--- src/rtl/core/tnms_pkg.sv ---
// ----------------------------------------------------------------------------
// tnms_pkg
// Shared types and constants of the nearest transition search block.
// ----------------------------------------------------------------------------
package tnms_pkg;

    // operation codes, carried in the input tuser
    localparam logic OP_LOAD  = 1'b0;
    localparam logic OP_QUERY = 1'b1;

    // configuration register indexes
    localparam logic [1:0] REG_PRE_TOL = 2'd0;
    localparam logic [1:0] REG_PRO_TOL = 2'd1;
    localparam logic [1:0] REG_IN_USE  = 2'd2;

    localparam int MZ_W    = 32;
    localparam int TOL_W   = 24;
    localparam int CHG_W   = 4;
    localparam int SLOT_W  = 8;
    localparam int CNT_W   = 9;
    localparam int SQ_W    = 2 * TOL_W;
    localparam int DIST_W  = SQ_W + 1;
    localparam int S_DATA_W = 144;
    localparam int M_DATA_W = 64;
    localparam int CFG_W    = 24;

    // one library entry as stored in the table
    typedef struct packed {
        logic signed [CHG_W-1:0] charge;
        logic [MZ_W-1:0]         product;
        logic [MZ_W-1:0]         precursor;
    } t_entry;

    // query and limits seen by the scan datapath
    typedef struct packed {
        logic [MZ_W-1:0]         precursor;
        logic [MZ_W-1:0]         product;
        logic signed [CHG_W-1:0] polarity;
        logic [TOL_W-1:0]        pre_tol;
        logic [TOL_W-1:0]        pro_tol;
    } t_scan_query;

    // sequencer to datapath control
    typedef struct packed {
        logic              start;
        logic              issue;
        logic [SLOT_W-1:0] slot;
    } t_scan_ctl;

    // datapath to sequencer status and result
    typedef struct packed {
        logic              busy;
        logic              found;
        logic [SLOT_W-1:0] slot;
        logic [DIST_W-1:0] dist_sq;
    } t_scan_stat;

endpackage

--- src/rtl/core/tnms_scan.sv ---
// ----------------------------------------------------------------------------
// tnms_scan
// Scan datapath: filter each entry, square the differences, keep the nearest.
// ----------------------------------------------------------------------------
module tnms_scan
    import tnms_pkg::*;
(
    input  logic        i_clk,
    input  logic        i_rst_n,
    input  t_scan_ctl   i_ctl,
    input  t_scan_query i_query,
    input  t_entry      i_rd_data,
    output t_scan_stat  o_stat
);

    // stage valids
    logic r_v1, r_v2, r_v3;
    logic [SLOT_W-1:0] r_slot1, r_slot2, r_slot3;

    // stage 2: filter result and differences
    logic              r_pass2;
    logic [TOL_W-1:0]  r_a2, r_b2;

    // stage 3: squares
    logic              r_pass3;
    logic [SQ_W-1:0]   r_sq_a3, r_sq_b3;

    // best so far
    logic              r_have;
    logic [SLOT_W-1:0] r_best_slot;
    logic [DIST_W-1:0] r_best_dist;

    logic [MZ_W-1:0]   a_full, b_full;
    logic              pass;
    logic [DIST_W-1:0] sum_sq;
    logic              better;

    // absolute differences and filter on the entry just read
    always_comb begin
        a_full = (i_rd_data.precursor >= i_query.precursor)
               ? i_rd_data.precursor - i_query.precursor
               : i_query.precursor - i_rd_data.precursor;
        b_full = (i_rd_data.product >= i_query.product)
               ? i_rd_data.product - i_query.product
               : i_query.product - i_rd_data.product;
        pass = (i_rd_data.precursor != '0)
            && (i_rd_data.charge == i_query.polarity)
            && (a_full <= MZ_W'(i_query.pre_tol))
            && (b_full <= MZ_W'(i_query.pro_tol));
    end

    // sum of squares against the best so far
    assign sum_sq = DIST_W'(r_sq_a3) + DIST_W'(r_sq_b3);
    assign better = r_pass3 && (!r_have || (sum_sq < r_best_dist));

    // advance the valid chain
    always_ff @(posedge i_clk) begin
        if (!i_rst_n) begin
            r_v1 <= 1'b0;
            r_v2 <= 1'b0;
            r_v3 <= 1'b0;
        end else begin
            r_v1 <= i_ctl.issue;
            r_v2 <= r_v1;
            r_v3 <= r_v2;
        end
    end

    // payload stages
    always_ff @(posedge i_clk) begin
        r_slot1 <= i_ctl.slot;
        r_slot2 <= r_slot1;
        r_pass2 <= r_v1 && pass;
        r_a2    <= TOL_W'(a_full);
        r_b2    <= TOL_W'(b_full);
        r_slot3 <= r_slot2;
        r_pass3 <= r_v2 && r_pass2;
        r_sq_a3 <= r_a2 * r_a2;
        r_sq_b3 <= r_b2 * r_b2;
    end

    // keep the first nearest entry; clear at query start
    always_ff @(posedge i_clk) begin
        if (!i_rst_n) begin
            r_have      <= 1'b0;
            r_best_slot <= '0;
            r_best_dist <= '0;
        end else if (i_ctl.start) begin
            r_have      <= 1'b0;
            r_best_slot <= '0;
            r_best_dist <= '0;
        end else if (r_v3 && better) begin
            r_have      <= 1'b1;
            r_best_slot <= r_slot3;
            r_best_dist <= sum_sq;
        end
    end

    assign o_stat.busy    = r_v1 || r_v2 || r_v3;
    assign o_stat.found   = r_have;
    assign o_stat.slot    = r_best_slot;
    assign o_stat.dist_sq = r_best_dist;

endmodule

--- config.mk ---
export PLATFORM = sky130hd
export DESIGN_NAME = tnms_scan
export DESIGN_NICKNAME = d
export VERILOG_FILES = /design/src/rtl/core/tnms_pkg.sv /design/src/rtl/core/tnms_scan.sv
export SDC_FILE = /design/constraint.sdc
export NUM_CORES = 2
export LEC_CHECK = 0
export ABC_AREA = 1
export BUFFER_PORTS_ARGS = -buffer_cell sky130_fd_sc_hd__buf_4
export CORE_MARGIN = 8
export CORE_UTILIZATION = 46
export CTS_CLUSTER_SIZE = 12
export DETAILED_ROUTE_END_ITERATION = 6
export SLEW_MARGIN = 40
export SYNTH_ARGS = -nofsm -noshare
export SYNTH_HDL_FRONTEND = slang
export SYNTH_SLANG_ARGS = --single-unit
export TNS_END_PERCENT = 10
--- constraint.sdc ---
create_clock -name i_clk -period 16.6 [get_ports i_clk]
set_input_delay 4.15 -clock i_clk [delete_from_list [all_inputs] [get_ports i_clk]]
set_output_delay 4.15 -clock i_clk [all_outputs]
set_load 0.005 [all_outputs]
* Yosys cells after proc, flatten, opt, wreduce, memory -nomap -nowiden
Index checks and enable logic that the tools add are counted.
** Storage, ports and cells
- Register bits after elaboration :: 231
- Bits of input ports :: 196
- Output and inout port bits :: 59
- Word-level logic and storage cells :: 44
** Operators by class
- $add $sub $neg :: 5
- Multipliers :: 2
- Order comparisons :: 5
- Equality and inequality tests :: 1
- Mux-type cells :: 2
- Bitwise logic cells :: 1
- Reduce and logical (&&, ||, !) cells :: 13
** Operator list (count)
- subtractor 32 bit :: 4
- multiplier 24 x 24 -> 48 bit :: 2
- >= comparator 32 bit :: 2
- <= comparator 32 x 24 -> 1 bit :: 2
- two-way mux 32 bit :: 2
- adder 48 x 48 -> 49 bit :: 1
- less-than comparator 49 bit :: 1
- nonzero test 32 bit :: 1
- logical AND 1 bit :: 7
- == test 4 bit :: 1
- logical OR 1 bit :: 3
- OR reduction 2 bit :: 1
- logical NOT 1 bit :: 1
- NOT 1 bit :: 1

* Longest topological paths before layout
- Word-level depth :: 6
- Gate-level depth with buffers :: 33
- Mapped depth without buffers :: 32

* Worst setup path after synthesis
No wires, ideal clock.
- Kind :: input -> register
- Start point :: in i_rd_data[0] in the netlist's numbering
- End point :: reg r_pass2
- Setup time :: 0.064 ns
- Arrival time :: 7.150 ns
- Data required time :: 16.536 ns
- Setup slack :: 9.386 ns
- Stages :: 28
- Path buffers :: 1
- Cell sequence :: inv_1 > ha_1 > inv_1 > fa_1 > nand2_1 > nand2_1 > nand2_1 > nand2_1 > nand2_1 > nand3_1 > nand2_2 > nand2_4 > buf_2 > o21ai_0 > xor2_1 > inv_1 > ha_1 > nand2_1 > nor2_1 > nor3b_1 > inv_1 > nor4_1 > a21oi_1 > nor2_1 > nand3_1 > nor2_1 > nand3_1 > nor2_1
** On the way
- Word-level cells in the longest chain between the ends :: 6
- Elaborated cells between the ends (all ways) :: 10
- Classes of those cells :: add/sub (2); order compare (2); mux (1); reduce/logical (5)
** Ends and longest elaborated chain
- start, declared :: line tnms_scan.sv:12 : input t_entry i_rd_data,
- subtractor 32 bit (tied with other cells) :: line tnms_scan.sv:42 : : i_query.precursor - i_rd_data.precursor;
- two-way mux 32 bit * :: line tnms_scan.sv:41 : ? i_rd_data.precursor - i_query.precursor
- named net a_full[15] :: line tnms_scan.sv:33 : logic [MZ_W-1:0] a_full, b_full;
- <= comparator 32 x 24 -> 1 bit * :: line tnms_scan.sv:48 : && (a_full <= MZ_W'(i_query.pre_tol))
- logical AND 1 bit * :: line tnms_scan.sv:48
- logical AND 1 bit * :: line tnms_scan.sv:49 : && (b_full <= MZ_W'(i_query.pro_tol));
- logical AND 1 bit * :: line tnms_scan.sv:73 : r_pass2 <= r_v1 && pass;
- end signal, assigned :: line tnms_scan.sv:73
- end, declared :: line tnms_scan.sv:21 : logic r_pass2;
The timed path passes the listed nets; every way through them passes the cells marked *.
A chain may end at the register's enable or synchronous reset.

* Worst setup path in the final report
- Start point :: in i_query[79] in the netlist's numbering
- End point :: reg r_pass2
** On the way
- Word-level cells in the longest chain between the ends :: 5
- Elaborated cells between the ends (all ways) :: 7
- Classes of those cells :: add/sub (2); order compare (2); mux (1); reduce/logical (2)
** Ends and longest elaborated chain
- start, declared :: line tnms_scan.sv:11 : input t_scan_query i_query,
- >= comparator 32 bit :: line tnms_scan.sv:43 : b_full = (i_rd_data.product >= i_query.product)
- two-way mux 32 bit :: line tnms_scan.sv:44 : ? i_rd_data.product - i_query.product
- named net b_full[22] :: line tnms_scan.sv:33
- <= comparator 32 x 24 -> 1 bit :: line tnms_scan.sv:49
- logical AND 1 bit :: line tnms_scan.sv:49
- logical AND 1 bit :: line tnms_scan.sv:73
The timed path passes the listed nets, and every way through them passes these cells.

==> metrics <==
status=finished, final reports clean; diode count=0; Req. time, crit path=17120 ps; root buffer cell=clkbuf_16; worst-path fanout max=about 40; grt ovf=0; postcts setup bufs=0; Yosys warning total=0; CTS Buf Count=28; Worst R2R Setup Slack=about 9200 ps; Worst Tran Pin Value=784 ps; vias=about 43000; met3 usage=2.21%; Slew Viols, Final=0; MaxCap Viol Count=0; vias in the first global route=45200; Area Overhead vs Synth=8.75%; Sum Neg Setup Slack=0 ps; register area share after synthesis=~9%; count of different cell masters after synthesis=60; Max stage delay cell, worst path=nand3_4; Final setup viols=0; die height=approximately 350 µm; # rows=123; WL final=between 100000 and 150000 µm; # port buffers=roughly 250; fin nets=8823; leading register cell type out of synthesis=dfxtp_1; gpl congestion=0.947; synthesized instance count=6959; clk_lat worst skew=600 ps; Longest Clk Path Bufs=3; first-pass GRT wire length=232000 µm; Post-CTS Resized=0; core area=0.113 mm²; full die area=roughly 0.12 mm²; Starting Density=between 40% and 50%; IO Pins=~260; routed length per placed instance=16.1 µm; Reg area=0.00458 mm²; CTS tree=built; number of synthesized flops with an enable pin=0; Seq cells post-synth=229; antenna violations before repair=0; final hold viol count=0; clock sink count=229; Min-Delay Path Class=reg -> reg; fraction of layout cells with a size suffix above 1=5.67%; # DRC=0; DR iter-0 viols=2135; min cycle time layout=8070 ps; met1 global-route usage=30.5%; Chip Width=about 350 µm; number of fill cells=approximately 11000; Via density=4.90; fmax=0.124 GHz; multi-input logic area=slightly below 0.04 mm²; post-DP HPWL=122000 µm; asr flop ratio synth=0%; CP max stage delay=470 ps; total track usage=between 20% and 30%; syn_nets=8625; largest net degree at the start of global routing=90; met2 usage=about two fifths; Avg Cell Area, Syn=7.51 µm²; critical path endpoint category=register; most used cell, CP=nand2_1; period utilization=48.6%; critical path data arrival time=8590 ps; Clock Pin Slew Worst Setup and Hold Paths=roughly 60 ps; H-tree depth=1; crit path kind=in -> reg; setup repair after global routing missed its margin=no; skew final=between 20 and 25 ps; antenna viol nets, final=0; Hold Buf Count CTS=0; First-pass DRT Iterations=6; Slew HR=47.7%; busiest layer in global routing=met2; Mapped Area=0.0523 mm²; Critical Path Start Type=input pin
-- state kept, by name, summed over array words and instances, names as in the netlist --
| register | flops |
|---|---|
| r_best_dist | 49 |
| r_v3 | 1 |
| r_have | 1 |
| r_slot2 | 8 |
| r_v1 | 1 |
| r_slot1 | 8 |
| r_slot3 | 8 |
| r_a2 | 24 |
| r_sq_a3 | 47 |
| r_b2 | 24 |
| r_sq_b3 | 47 |
| r_pass3 | 1 |
| r_v2 | 1 |
| r_best_slot | 8 |
| r_pass2 | 1 |
-- placed cells by master, fill, tap and decap left out, types with 140 or more instances in the layout --
| master | instances |
|---|---|
| fa_1 | 848 |
| dfxtp_1 | 229 |
| a21oi_1 | 387 |
| nor2_1 | 377 |
| o21ai_0 | 215 |
| ha_1 | 622 |
| nand3_1 | 140 |
| inv_1 | 2072 |
| nand2_1 | 1344 |
| buf_4 | 302 |
-- path summary, 6_finish.rpt --
check                           depth (start not counted)                from                   to
worst max-delay path                                   28         i_query[79]      r_pass2$_DFF_P_
worst min-delay path                                    0  r_slot2[5]$_DFF_P_   r_slot3[5]$_DFF_P_
worst max register to register                         26    r_a2[16]$_DFF_P_  r_sq_a3[37]$_DFF_P_
worst min register to register                          0  r_slot2[5]$_DFF_P_   r_slot3[5]$_DFF_P_
-- worst max-delay path: cells and delay by family --
family	cells	cell delay (ps)
AOI/OAI and AO/OA	5	850
adders and majority gates	2	690
buffers and inverters	5	670
and+or+nand+nor	16	2180
-- metrics by stage --
step                cells  utilization [%]  area, µm²  hold slack, ps  worst slack, ps
global placement     8625             49.6      55800             312             7970
CTS                  8674             50.4      56800             328             8500
detailed placement   8627             49.6      55900             314             7860
global route         8674             50.5      56800             331             8060
floorplan            6959                -      52300             310             9390
finish               8674             50.5      56800             325             8530
-- cells by family after synthesis --
kind of cell	Yosys count	share of synthesized area, %
compound gates	835	8.94
xor+xnor	196	3.28
fa+ha+maj	1470	47.4
buf+inv	2215	16.1
flops	229	8.77
mux	7	0.134
simple gates	2007	15.4
-- cells in the mapped netlist (43+ instances only) --
cell type	instances	area, µm²
inv_1	2072	7780
nand2_1	1345	5050
fa_1	848	17000
ha_1	622	7780
a21oi_1	387	1940
nor2_1	378	1420
dfxtp_1	229	4580
o21ai_0	215	1080
nand3_1	140	701
xor2_1	123	1080
clkbuf_1	114	428
xnor2_1	73	639
a31oi_1	49	307
nor3_1	43	215
-- metal layers --
| layer | vias up | routed length [µm] |
|---|---|---|
| li1 | 21000 | - |
| met1 | 20300 | 63800 |
| met2 | 1010 | 66300 |
| met3 | 189 | 6060 |
| met4 | 0 | 3780 |
| met5 | - | 0 |
-- final cells by class --
| type | count | share of cell area, % |
|---|---|---|
| Clock buffer | 34 | 1.34 |
| Clock inverter | 13 | 0.359 |
| Inverter | 2078 | 13.7 |
| Multi-Input combinational cell | 4515 | 69.1 |
| Sequential cell | 229 | 8.07 |
| Tap cell | 1500 | 3.30 |
| Timing Repair Buffer | 305 | 4.06 |
Power is not shown: default switching activity piles up to over one toggle a cycle in this logic, so the estimate is an artifact.
